### src/rtl/c2c_delay.sv
// Shift line of registers that keeps side data aligned with the CORDIC chain.
module c2c_delay #(
    parameter int WIDTH = 32,
    parameter int DEPTH = 1
) (
    input  logic             i_clk,
    input  logic [WIDTH-1:0] i_d,
    output logic [WIDTH-1:0] o_q
);
    logic [WIDTH-1:0] r_tap [DEPTH];

    always_ff @(posedge i_clk) begin
        r_tap[0] <= i_d;
        for (int i = 1; i < DEPTH; i++) r_tap[i] <= r_tap[i-1];
    end

    assign o_q = r_tap[DEPTH-1];
endmodule

### config.mk
export PLATFORM = sky130hd
export DESIGN_NAME = c2c_delay
export DESIGN_NICKNAME = d
export VERILOG_FILES = /design/src/rtl/c2c_delay.sv
export SDC_FILE = /design/constraint.sdc
export NUM_CORES = 1
export LEC_CHECK = 0
export BUFFER_PORTS_ARGS = -buffer_cell sky130_fd_sc_hd__buf_2
export CORE_MARGIN = 5
export CORE_UTILIZATION = 30
export CTS_BUF_LIST = sky130_fd_sc_hd__clkbuf_4 sky130_fd_sc_hd__clkbuf_8 sky130_fd_sc_hd__clkbuf_16
export DETAILED_ROUTE_END_ITERATION = 10
export HOLD_SLACK_MARGIN = 0.03
export PLACE_DENSITY = 0.81
export SLEW_MARGIN = 40
export SYNTH_ARGS = -nofsm -noshare
export SYNTH_HDL_FRONTEND = slang
export SYNTH_SLANG_ARGS = --single-unit
### constraint.sdc
create_clock -name i_clk -period 0.8 [get_ports i_clk]
set_input_delay 0.16 -clock i_clk [delete_from_list [all_inputs] [get_ports i_clk]]
set_output_delay 0.16 -clock i_clk [all_outputs]
set_load 0.02 [all_outputs]
==> impl_metrics.tcl, run 1 <==
set metrics [dict create \
    num_vias 611 \
    layout.cells.non_filler 163 \
    via_per_inst 3.75 \
    routedWlPerCell_um 12.0 \
    drc 0 \
    setup_viol 32 \
    violations "negative setup slack" \
    registers.top_by_ff_count "r_tap" \
    seqCellArea_um2 681 \
    syn-num-nets 65 \
    gr-total-overflow 0 \
    grt_pass1_wl_um 3000 \
    holdWs_ns 0.474 \
    finalHoldViolCount 0 \
    antenna_found_initial 0 \
    n_antenna_cell 0 \
    clock.fmax_ghz 1.09 \
    swShare_pct 21.2 \
    die_w_um 56.2 \
    synth_top_area_cell "dfxtp_1" \
    final_layout_size_suffix_gt1_share_pct 76.5 \
    synth-seq-cells 32 \
    syn_area_um2 641 \
    nFillCells 109 \
    async_flop_share_pct 0 \
    crit_family "flip-flops" \
    status "finished, violations left" \
    drt-total-wl_um 1950 \
    p_seq_share_pct 54.5 \
    p_switching_uw 673 \
    start_util_pct 32.0 \
    largest_register_ffs 32 \
    yosysWarnings 0 \
    cp_max_fo 1 \
    root_buffer "clkbuf_4" \
    dp_cells 123 \
    p_clk_share_pct 30.1 \
    htree_levels 2 \
    crit_path_end_kind "output port" \
    crit_chain "buf_6" \
    multi_input_gates 0 \
    worst_slack_ns -0.120 \
    hold_class "in -> reg" \
    critPathRequiredTime_ns 0.64 \
    worstSetupPathType "reg -> out" \
    peakVddDrop_mv 1.61 \
    grt_pass1_vias 618 \
    die_h_um 56.2 \
    synthCells 32 \
    cap_violations 0 \
    drt_iter0_markers 5 \
    cts_inserted_buffers 5 \
    reg.largest.list "r_tap: 32 flops" \
    netlist.area_leader.share_pct 100 \
    die_area_mm2 0.00316 \
    cellPowerDensity_mw_per_mm2 1960 \
    io_buffers 64 \
    ant_nets 0 \
    grt_max_degree 10 \
    crit_buf_inv 1 \
    multi_input_area_um2 0 \
    critPathSlowestCell "dfxtp_2" \
    worstHoldStart "i_d[9]" \
    ys.flop_type "dfxtp_1" \
    cts.sinks 32 \
    io_pins 65 \
    coreArea_mm2 0.00200 \
    whs_path_depth 2 \
    gp_congestion 0.699 \
    synth_enable_flop_cells 0 \
    avgSynthCellArea_um2 20.0 \
    grt_setup_unrepaired "yes" \
    syn_to_final_growth_pct 153 \
    start_kind "flop" \
    grt_use_total_pct 13.1 \
    comb_power_share_pct 15.4 \
    ys_types 1 \
    synth_seq_area_share_pct 100 \
    clk_pin_slew_worst_paths_ns 0.09 \
    tightest_slew_ns 0.0851 \
    post-dp-hpwl_um 1080 \
    slew_viol_final 0 \
    synthTopCellsByArea "dfxtp_1" \
    period_share_pct 115 \
    fin_nets 168 \
    crit_arrival_ns 0.76 \
    cts_buffer_depth 2 \
    synth_most_common_cell "dfxtp_1" \
    tritoncts "yes" \
    placementRows 16 \
    synth_commonest_cells "dfxtp_1" \
    power_leakage_uw 0.000763 \
    max_slew_margin_pct 94.3 \
    power.internal_uw 2510 \
    worstHoldEndpoint "r_tap[0][9]" \
    firstDrtPassIters 4 \
    cp_slowest_stage_delay_ns 0.33 \
    post-route-min-period_ns 0.920 \
]
## cell families after synthesis
family  Yosys count  share of synthesized area, %
DFF              32                           100
## power by group through the flow
stage / logic, µW / clock network [µW] / registers [µW]
detailed placement: 270 / 0 / 1730
global placement: 264 / 0 / 1730
finish: 491 / 955 / 1730
CTS: 487 / 994 / 1730
floorplan: 0 / 0 / 1850
global route: 517 / 1080 / 1740
## timing repair
item | in CTS | in global routing
endpoints found under the hold margin | 32 | 0
setup endpoints to repair | 32 | 32
gates resized for setup | 96 | 0
hold buffers | 32 | 0
setup buffers | 0 | 0
## metal layers
metal  GRT usage (%)  routed length [µm]
met1            11.3                 663
met3            7.66                 224
met5               0                   0
met4            7.12                  34
met2            23.2                1030
## area by class of cell
| class | count | area share (%) |
|---|---|---|
| flip-flops and latches | 32 | 42.0 |
| well taps | 27 | 2.08 |
| clock buffers | 8 | 4.09 |
| repair buffers | 96 | 51.9 |
## how the worst max path moves through the flow
stage / from / endpoint / slack (ns) / cells past startpoint
floorplan: r_tap[0][0] / o_q[0] / 0.24 / 0
global route: r_tap[0][12] / o_q[12] / -0.17 / 1
CTS: r_tap[0][5] / o_q[5] / -0.13 / 1
detailed placement: r_tap[0][5] / o_q[5] / 0.18 / 1
global placement: r_tap[0][4] / o_q[4] / 0.20 / 1
finish: r_tap[0][4] / o_q[4] / -0.12 / 1
## cell usage in the layout (no fill, tap or decap)
master | synthesis | routed
clkbuf_4 | 0 | 7
clkbuf_8 | 0 | 1
buf_6 | 0 | 32
dfxtp_2 | 0 | 32
buf_2 | 0 | 32
dlygate4sd3_1 | 0 | 32
## per-stage QoR
step | total power, µW | worst slack (ns) | instance area (µm²) | utilization (%) | setup TNS (ns)
6_report | 3180 | -0.120 | 1620 | 81.0 | -3.52
5_1_grt | 3330 | -0.171 | 1620 | 81.0 | -4.89
4_1_cts | 3210 | -0.135 | 1620 | 81.0 | -4.03
3_5_place_dp | 2000 | 0.183 | 995 | 49.7 | 0
3_3_place_gp | 1990 | 0.205 | 995 | 49.7 | 0
2_1_floorplan | 1850 | 0.245 | 641 | - | 0
Note: power is estimated with default switching activity, not from simulation.
==> run 2, diff against run 1 <==
clock period = 1.08 ns   (was 0.8 ns; I/O delays follow)
==> impl_metrics.tcl, run 2 (synthesized netlist as in run 1, its figures left out) <==
set metrics [dict create \
    routedWlPerCell_um 10.8 \
    fin_nets 168 \
    crit_arrival_ns 0.79 \
    period_share_pct 92.9 \
    registers.top_by_ff_count "r_tap" \
    drt_iter0_markers 4 \
    slew_viol_final 0 \
    cp_slowest_stage_delay_ns 0.32 \
    post-route-min-period_ns 1.00 \
    status "complete, no violations" \
    n_antenna_cell 0 \
    hold_class "in -> reg" \
    htree_levels 2 \
    cts_inserted_buffers 5 \
    syn_to_final_growth_pct 116 \
    cts.sinks 32 \
    cp_max_fo 1 \
    max_slew_margin_pct 92.0 \
    critPathRequiredTime_ns 0.86 \
    clk_pin_slew_worst_paths_ns 0.09 \
    die_w_um 56.2 \
    io_buffers 64 \
    tns_ns 0 \
    drt-total-wl_um 1750 \
    power_leakage_uw 0.000695 \
    worstSetupPathType "reg -> out" \
    clock.fmax_ghz 0.997 \
    p_clk_share_pct 31.3 \
    reg.largest.list "r_tap: 32 flops" \
    start_util_pct 32.0 \
    post-dp-hpwl_um 1080 \
    cap_violations 0 \
    tritoncts "yes" \
    die_area_mm2 0.00316 \
    critPathSlowestCell "dfxtp_1" \
    ant_nets 0 \
    firstDrtPassIters 2 \
    setup_viol 0 \
    placementRows 16 \
    root_buffer "clkbuf_4" \
    comb_power_share_pct 12.8 \
    multi_input_gates 0 \
    grt_pass1_wl_um 2950 \
    crit_buf_inv 1 \
    final_layout_size_suffix_gt1_share_pct 52.9 \
    swShare_pct 21.2 \
    gp_congestion 0.699 \
    die_h_um 56.2 \
    cts_buffer_depth 2 \
    coreArea_mm2 0.00200 \
    p_seq_share_pct 55.9 \
    layout_commonest_cell "buf_2" \
    tightest_slew_ns 0.120 \
    crit_path_end_kind "output port" \
    grt_pass1_vias 632 \
    p_switching_uw 477 \
    grt_setup_unrepaired "no" \
    cellPowerDensity_mw_per_mm2 1630 \
    drc 0 \
    grt_max_degree 10 \
    gr-total-overflow 0 \
    crit_chain "buf_2" \
    stdcell_area_mm2 0.00138 \
    post-route-util_pct 69.0 \
    grt_use_total_pct 12.6 \
    largest_register_ffs 32 \
    layout_common_cells "buf_2, dlygate4sd3_1, dfxtp_1" \
    start_kind "flop" \
    antenna_found_initial 0 \
    place_area_um2 995 \
    nFillCells 156 \
    power.internal_uw 1770 \
    via_per_inst 3.67 \
    peakVddDrop_mv 1.13 \
    io_pins 65 \
    num_vias 598 \
    finalHoldViolCount 0 \
    crit_family "flip-flops" \
    multi_input_area_um2 0 \
]
-- run 2: cell counts in the layout (fill, tap and decap cells not counted) --
Identical to the previous run, type by type.
-- run 2: worst paths after layout --
path                      from      endpoint  slack [ns]  depth (start not counted)
setup / recovery  r_tap[0][14]       o_q[14]        0.08                          1
hold / removal         i_d[20]  r_tap[0][20]        0.53                          2
-- run 2: cell type report --
cell class            count  area, µm²  area share (%)
Clock buffer              8       66.3            4.80
Sequential cell          32        641            46.4
Tap cell                 27       33.8            2.45
Timing Repair Buffer     96        641            46.4
-- run 2: layer usage --
layer | part of all wire (%) | vias to the layer above | GRT usage (%)
li1 | - | 303 | -
met1 | 33 | 244 | 10.8
met2 | 52 | 47 | 21.7
met3 | 14 | 4 | 8.35
met4 | 1.1 | 0 | 7.12
met5 | 0 | - | 0
-- run 2: what timing repair did --
| item | in CTS | in global routing |
|---|---|---|
| endpoints found under the hold margin | 32 | 0 |
| gates resized for setup | 0 | 0 |
| setup buffers | 0 | 0 |
| hold buffers | 32 | 0 |
-- run 2: per-stage QoR --
stage	total power, µW	hold slack [ns]	std cells	setup slack [ns]
finish	2250	0.532	163	0.0772
CTS	2280	0.515	163	0.0538
floorplan	1370	0.244	32	0.469
detailed placement	1480	0.320	123	0.407
global route	2370	0.502	163	0.00463
global placement	1480	0.318	123	0.429
-- run 2: power by group through the flow --
stage	clock [µW]	combinational (µW)	sequential [µW]
floorplan	0	0	1370
global route	797	309	1260
detailed placement	0	200	1280
finish	704	288	1260
CTS	736	288	1250
global placement	0	195	1280
